File: src/nls_pkg.sv
// package for the natural log series unit: widths, constants and channel payload types
// no dependencies
`timescale 1ns / 1ps

package nls_pkg;
    localparam int unsigned XW         = 32;
    localparam int unsigned LNW        = 29;
    localparam int unsigned TERMW      = 17;
    localparam int unsigned FRAC       = 30;
    localparam int unsigned MAX_TERMS_DEF = 65536;
    localparam logic [TERMW-1:0] TERM_RESET = 17'd65536;
    localparam logic [32:0] ONE_Q16    = 33'd65536;
    localparam logic [LNW-1:0] OUT_POS_MAX = 29'h0FFF_FFFF;
    localparam logic [LNW-1:0] OUT_NEG_MIN = 29'h1000_0000;

    typedef struct packed {
        logic [XW-1:0] x_value;
    } t_in;

    typedef struct packed {
        logic signed [LNW-1:0] ln_value;
        logic                  invalid;
    } t_out;
endpackage

File: src/nls_if.sv
// valid/ready channel interfaces for the natural log series unit
// depends on nls_pkg
`timescale 1ns / 1ps

interface nls_in_if import nls_pkg::*; ();
    logic valid;
    logic ready;
    t_in  data;
    modport source (output valid, output data, input ready);
    modport sink   (input valid, input data, output ready);
endinterface

interface nls_out_if import nls_pkg::*; ();
    logic valid;
    logic ready;
    t_out data;
    modport source (output valid, output data, input ready);
    modport sink   (input valid, input data, output ready);
endinterface

interface nls_cfg_if import nls_pkg::*; ();
    logic             valid;
    logic             ready;
    logic [TERMW-1:0] data;
    modport source (output valid, output data, input ready);
    modport sink   (input valid, input data, output ready);
endinterface

File: src/natural_log_series_unit.sv
// natural log series unit: ln(x) by the atanh series on one shared divider and multiplier
// depends on nls_pkg and the channel interfaces in nls_if
// per input: a 64-step restoring divide gives y, one 32x32 multiply gives y squared; then per term
// a 64-step restoring divide, one 32x32 multiply and a shift; a rounding and saturation state finishes
// loop stops early once the power is 0; zero input: result valid in the cycle after it is taken
// one item at a time; sync active-low reset: count 65536, idle
`timescale 1ns / 1ps

module natural_log_series_unit import nls_pkg::*; #(
    parameter int unsigned MAX_TERMS = MAX_TERMS_DEF
) (
    input  logic      i_clk,
    input  logic      i_rst_n,
    nls_in_if.sink    in_ch,
    nls_out_if.source out_ch,
    nls_cfg_if.sink   cfg_ch
);
    localparam int unsigned CW = $clog2(MAX_TERMS + 1);

    typedef enum logic [3:0] {
        S_IDLE, S_YDIV, S_Y2, S_TDIV, S_MLO, S_MHI, S_NEXT, S_FIN, S_OUT
    } t_state;

    t_state r_state;
    logic [TERMW-1:0] r_term_count;
    logic [CW-1:0]    r_terms, r_i;
    logic             r_neg;
    logic [31:0]      r_y2;
    logic [31:0]      r_p;        // power magnitude, stays below 2^30
    logic [63:0]      r_acc;
    // shared restoring divider: quotient in r_q, remainder r_rem
    logic [63:0]      r_q;
    logic [33:0]      r_dvs;
    logic [33:0]      r_rem;
    logic [6:0]       r_cnt;
    logic [63:0]      r_prod;
    t_out             r_out;

    logic [34:0] w_trial;
    logic [34:0] w_shift;
    logic [63:0] w_mul;
    logic [31:0] w_ma, w_mb;
    logic [32:0] w_x;
    logic [32:0] w_num;
    logic [63:0] w_mag;
    logic [CW-1:0] w_lim;

    assign w_shift = {r_rem, r_q[63]};
    assign w_trial = w_shift - {1'b0, r_dvs};
    // one 32x32 multiplier shared by y squared and the power update
    assign w_mul   = {32'd0, w_ma} * {32'd0, w_mb};
    assign w_x     = {1'b0, in_ch.data.x_value};
    assign w_num   = (w_x < ONE_Q16) ? (ONE_Q16 - w_x) : (w_x - ONE_Q16);
    assign w_mag   = (r_acc + 64'd16) >> 5;
    assign w_lim   = ({15'd0, r_term_count} > 32'(MAX_TERMS)) ? CW'(MAX_TERMS)
                                                               : CW'(r_term_count);

    always_comb begin
        case (r_state)
            S_Y2:    begin w_ma = r_q[31:0]; w_mb = r_q[31:0]; end
            S_MLO:   begin w_ma = r_p;       w_mb = r_y2;      end
            default: begin w_ma = r_p;       w_mb = r_y2;      end
        endcase
    end

    assign in_ch.ready  = (r_state == S_IDLE);
    assign cfg_ch.ready = 1'b1;
    assign out_ch.valid = (r_state == S_OUT);
    assign out_ch.data  = r_out;

    always_ff @(posedge i_clk) begin
        if (!i_rst_n) begin
            r_state      <= S_IDLE;
            r_term_count <= TERM_RESET;
        end else begin
            if (cfg_ch.valid) r_term_count <= cfg_ch.data;
            case (r_state)
                S_IDLE: if (in_ch.valid) begin
                    r_neg   <= (w_x < ONE_Q16);
                    r_terms <= w_lim;
                    r_i     <= '0;
                    r_acc   <= '0;
                    if (in_ch.data.x_value == '0) begin
                        r_out   <= '{ln_value: '0, invalid: 1'b1};
                        r_state <= S_OUT;
                    end else begin
                        // dividend num << 30 in 64-bit quotient register
                        r_q     <= {w_num[31:0], 30'd0, 2'd0} >> 2;
                        r_dvs   <= {1'b0, w_x + ONE_Q16};
                        r_rem   <= '0;
                        r_cnt   <= 7'd64;
                        r_state <= S_YDIV;
                    end
                end
                S_YDIV, S_TDIV: begin
                    if (r_cnt == 7'd0) begin
                        if (r_state == S_YDIV) begin
                            r_p     <= r_q[31:0];
                            r_state <= S_Y2;
                        end else begin
                            r_acc   <= r_acc + r_q;
                            r_state <= S_MLO;
                        end
                    end else begin
                        r_cnt <= r_cnt - 7'd1;
                        if (!w_trial[34]) begin
                            r_rem <= w_trial[33:0];
                            r_q   <= {r_q[62:0], 1'b1};
                        end else begin
                            r_rem <= w_shift[33:0];
                            r_q   <= {r_q[62:0], 1'b0};
                        end
                    end
                end
                S_Y2: begin
                    r_y2    <= 32'(w_mul >> FRAC);
                    r_state <= S_NEXT;
                end
                S_MLO: begin
                    r_prod  <= w_mul;
                    r_state <= S_MHI;
                end
                S_MHI: begin
                    r_p     <= 32'(r_prod >> FRAC);
                    r_i     <= r_i + CW'(1);
                    r_state <= S_NEXT;
                end
                S_NEXT: begin
                    if (r_i == r_terms || r_p == '0) begin
                        r_state <= S_FIN;
                    end else begin
                        r_q     <= {32'd0, r_p};
                        r_dvs   <= 34'({r_i, 1'b1});
                        r_rem   <= '0;
                        r_cnt   <= 7'd64;
                        r_state <= S_TDIV;
                    end
                end
                S_FIN: begin
                    r_out.invalid <= 1'b0;
                    if (r_neg)
                        r_out.ln_value <= (w_mag > 64'(OUT_NEG_MIN)) ? OUT_NEG_MIN
                                        : LNW'(-w_mag);
                    else
                        r_out.ln_value <= (w_mag > 64'(OUT_POS_MAX)) ? OUT_POS_MAX
                                        : LNW'(w_mag);
                    r_state <= S_OUT;
                end
                S_OUT: if (out_ch.ready) r_state <= S_IDLE;
                default: r_state <= S_IDLE;
            endcase
        end
    end

    a_busy_not_ready: assert property (@(posedge i_clk) disable iff (!i_rst_n)
        (r_state != S_IDLE) |-> !in_ch.ready) else $error("input ready while busy");
    a_zero_invalid: assert property (@(posedge i_clk) disable iff (!i_rst_n)
        (out_ch.valid && out_ch.data.invalid) |-> (out_ch.data.ln_value == '0))
        else $error("invalid result not zero");
    a_out_hold: assert property (@(posedge i_clk) disable iff (!i_rst_n)
        (out_ch.valid && !out_ch.ready) |=> (out_ch.valid && $stable(out_ch.data)))
        else $error("result dropped");
    a_terms_bound: assert property (@(posedge i_clk) disable iff (!i_rst_n)
        (r_state == S_NEXT) |-> (r_i <= r_terms)) else $error("term index overrun");
endmodule

File: src/flat_wrapper.sv
// flat-port wrapper written by rule: the top's interface ports become plain ports
module natural_log_series_unit_flat import nls_pkg::*;
#(
    parameter int unsigned MAX_TERMS = MAX_TERMS_DEF
)
  (i_clk, i_rst_n, in_ch_valid, in_ch_data, in_ch_ready, out_ch_valid, out_ch_data, out_ch_ready, cfg_ch_valid, cfg_ch_data, cfg_ch_ready);
  nls_in_if in_ch_i ();
  nls_out_if out_ch_i ();
  nls_cfg_if cfg_ch_i ();
  input  logic i_clk;
  input  logic i_rst_n;
  input wire logic [$bits(in_ch_i.valid)-1:0] in_ch_valid;
  input wire logic [$bits(in_ch_i.data)-1:0] in_ch_data;
  output wire logic [$bits(in_ch_i.ready)-1:0] in_ch_ready;
  output wire logic [$bits(out_ch_i.valid)-1:0] out_ch_valid;
  output wire logic [$bits(out_ch_i.data)-1:0] out_ch_data;
  input wire logic [$bits(out_ch_i.ready)-1:0] out_ch_ready;
  input wire logic [$bits(cfg_ch_i.valid)-1:0] cfg_ch_valid;
  input wire logic [$bits(cfg_ch_i.data)-1:0] cfg_ch_data;
  output wire logic [$bits(cfg_ch_i.ready)-1:0] cfg_ch_ready;
  assign in_ch_i.valid = in_ch_valid;
  assign in_ch_i.data = in_ch_data;
  assign in_ch_ready = in_ch_i.ready;
  assign out_ch_valid = out_ch_i.valid;
  assign out_ch_data = out_ch_i.data;
  assign out_ch_i.ready = out_ch_ready;
  assign cfg_ch_i.valid = cfg_ch_valid;
  assign cfg_ch_i.data = cfg_ch_data;
  assign cfg_ch_ready = cfg_ch_i.ready;
  natural_log_series_unit #(.MAX_TERMS(MAX_TERMS)) u_core (.i_clk(i_clk), .i_rst_n(i_rst_n), .in_ch(in_ch_i), .out_ch(out_ch_i), .cfg_ch(cfg_ch_i));
endmodule
File: config.mk
export PLATFORM = sky130hd
export DESIGN_NAME = natural_log_series_unit_flat
export DESIGN_NICKNAME = d
export VERILOG_FILES = /design/src/nls_pkg.sv /design/src/nls_if.sv /design/src/natural_log_series_unit.sv /design/src/flat_wrapper.sv
export SDC_FILE = /design/constraint.sdc
export NUM_CORES = 2
export LEC_CHECK = 0
export BUFFER_PORTS_ARGS = -buffer_cell sky130_fd_sc_hd__buf_4
export CORE_ASPECT_RATIO = 0.6
export CORE_MARGIN = 3
export CORE_UTILIZATION = 45
export CTS_BUF_LIST = sky130_fd_sc_hd__clkbuf_4 sky130_fd_sc_hd__clkbuf_8
export DETAILED_ROUTE_END_ITERATION = 7
export PLACE_DENSITY = 0.64
export SYNTH_ARGS = -nofsm -noshare
export SYNTH_HDL_FRONTEND = slang
export SYNTH_SLANG_ARGS = --single-unit
export TNS_END_PERCENT = 50
File: constraint.sdc
create_clock -name i_clk -period 10.94 [get_ports i_clk]
set_input_delay 1.094 -clock i_clk [delete_from_list [all_inputs] [get_ports i_clk]]
set_output_delay 1.094 -clock i_clk [all_outputs]
set_load 0.02 [all_outputs]
==> metrics.txt <==
async set-reset flop share out of synthesis=0; gpl congestion=1.075; number of flops mapped to enable cells by yosys=363; hold slack=454.5 ps; Final Cycle Share=0.9625; CP peak stage delay=910 ps; reg2reg start=u_core.r_state[0]; Routed Antenna Nets=0; WP data required=11330 ps; end-of-flow core utilization=0.4970; Slew @ Worst Pin=1216 ps; hold-critical path depth=2; CP endpoint kind=register; drt drc=0; Clock Sinks=384; status=complete, no violations; max_slew headroom=0.1877; register area share after synthesis=0.2049; Initial Util=0.4588; DR iter-0 viols=5576; number of I/O pins=87; main flop type after synthesis=edfxtp_1; Synth Register Bits=384; CP Launch Type=register; IO Port Bufs=85; Mapped Cells=6166; initial antenna violation count=6; GRT Total Usage=0.3096; Core ar.=0.1204 mm^2; Post-Route Skew=70.54 ps; Net Count, Synth=7468; synthesized area=0.05524 mm^2; max_cap viols=0; dpl hpwl=160200 um; hold_buf cts=0; first-pass GRT wire length=295600 um; Worst Path Max Fanout=43; CP dominant cell by count=fa_1; CTS tree=done; final setup TNS=0 ps; Initial DRT Pass Iterations=8; root buffer cell=clkbuf_8; Die Y=277.4 um; row count=98; Layout area overhead=8.332%; post-layout min period=10530 ps; fmax=0.09497 GHz; GR Overflow Total=0; Syn Area/Cell=8.959 um^2; vias per cell=5.741; max-slew violations=0; CTS buffer count=59; YS warnings=0; count of cell types in the netlist=95; Clk Latency, worst-skew pair=720 ps; WL/cell=24.70 um; Slowest cell on crit path=a21oi_2; clk buf depth=3; CP arrival=10920 ps; nets@finish=7538; ANT cells=0; Hold Path Origin=u_core.r_prod[59]; RSZ-0062 raised after global routing=false; Reg clk slew, reported paths=70 ps; layout cells sized above 1=0.07657; die area=0.1271 mm^2; via count=45.25k; worst min path class=register to register; largest net degree at the start of global routing=88; Fin. Hold Viols=0; H-tree depth=2; final WL=194700 um; Die W=458.3 um; critical path type=register to register; CP Launch Point=u_core.r_state[0]; vias in the first global route=44.78k; Final setup violation count=0; r2r worst-path depth=33
## state kept, by name, indices dropped and copies added (netlist names)
| name | flops |
|---|---|
| u_core.out_ch.data | 30 |
| u_core.r_acc | 64 |
| u_core.r_cnt | 7 |
| u_core.r_dvs | 33 |
| u_core.r_i | 17 |
| u_core.r_neg | 1 |
| u_core.r_p | 32 |
| u_core.r_prod | 32 |
| u_core.r_q | 64 |
| u_core.r_rem | 34 |
| u_core.r_state | 4 |
| u_core.r_term_count | 17 |
| u_core.r_terms | 17 |
| u_core.r_y2 | 32 |
## synthesized netlist by cell type, types with 19 or more instances
cell,instances,area [um^2]
o21ai_0,138,690.7
nand2_1,965,3622
o31ai_1,23,172.7
edfxtp_1,363,10900
o21bai_1,19,142.6
nand3_1,92,460.4
a31oi_1,23,143.9
nor2b_1,57,356.6
clkbuf_1,228,855.8
mux2i_1,27,270.3
nand2b_1,21,131.4
nor2_1,801,3007
a211oi_1,21,157.7
nor4_1,28,175.2
xnor2_1,139,1217
nand4_1,62,387.9
inv_1,1009,3787
a21o_1,78,585.6
dfxtp_1,21,420.4
xor2_1,81,709.4
and3_1,30,187.7
and2_1,56,350.3
fa_1,896,17940
or3_1,25,156.4
o21a_1,27,202.7
a21oi_1,261,1306
ha_1,352,4404
a22o_1,28,245.2
nor3_1,56,280.3
## critical path, delay by kind of cell (launching register included)
family                     cells  cell delay, ps
AOI/OAI and AO/OA              8            2760
xor gates and xnor gates       1             170
adders and majority gates      9            4350
buffers and inverters          8            1020
DFF                            1             400
and+or+nand+nor                7            1510
## kinds of logic (layout without fill, tap and decap cells)
logic type | after synthesis | in the layout | share of synthesized area
adders and majority gates | 1248 | 1248 | 0.4044
other | 1 | 1 | 0.00006788
muxes | 28 | 28 | 0.005096
DFF | 384 | 384 | 0.2049
xor gates and xnor gates | 220 | 220 | 0.03488
AOI/OAI and AO/OA | 736 | 736 | 0.08466
and+or+nand+nor | 2279 | 2279 | 0.1785
buffers and inverters | 1270 | 1386 | 0.08740
## layer usage
metal | global-route usage | routed length [um]
met5 | 0 | 0
met3 | 0.1554 | 34220
met2 | 0.3654 | 66830
met4 | 0.04000 | 3010
met1 | 0.4969 | 90600
## layout by cell type (no fill, tap or decap), drive strengths merged, types with 19 or more instances in the layout
cell	n
nand4	64
nand3	92
o31ai	23
a21o	78
clkinv	24
o21a	27
nand2b	21
nor2	802
and2	57
a31oi	23
a211oi	21
dfxtp	21
mux2i	27
ha	352
xor2	81
or3	25
and3	30
edfxtp	363
clkbuf	77
nand2	969
a22o	28
nor4	30
nor3	60
o21bai	19
nor2b	57
o21ai	150
inv	1012
buf	268
xnor2	139
a21oi	262
fa	896
## final timing paths
check,slack (ps),endpoint
max,410,u_core.r_y2[25]
min,450,u_core.r_p[29]
max reg2reg,410,u_core.r_y2[25]
min reg2reg,450,u_core.r_p[29]
## stage by stage
step,instance area (um^2),setup slack [ps],instances
detailed placement,58490,431.7,7774
global route,59850,12.25,7882
finish,59850,410.2,7882
CTS,59700,382.4,7881
floorplan,55240,1367,6166
global placement,58490,605.2,7774
## repair_timing
action / CTS / global route
setup endpoints to repair: 0 / 13
hold endpoints to repair: 0 / 0
setup buffers: 0 / 0
resized for setup: 0 / 21
## final cells by class
class,count,area [um^2]
Timing Repair Buffer,269,2066
Sequential cell,384,11320
Fill cell,11280,60560
Tap cell,1600,2002
Clock inverter,31,247.7
Clock buffer,76,970.9
Inverter,1010,3791
Multi-Input combinational cell,4512,39450
Power is left out: the tool's default activity adds up to more than one toggle a clock period on the data nets, which glitch-free logic cannot reach.
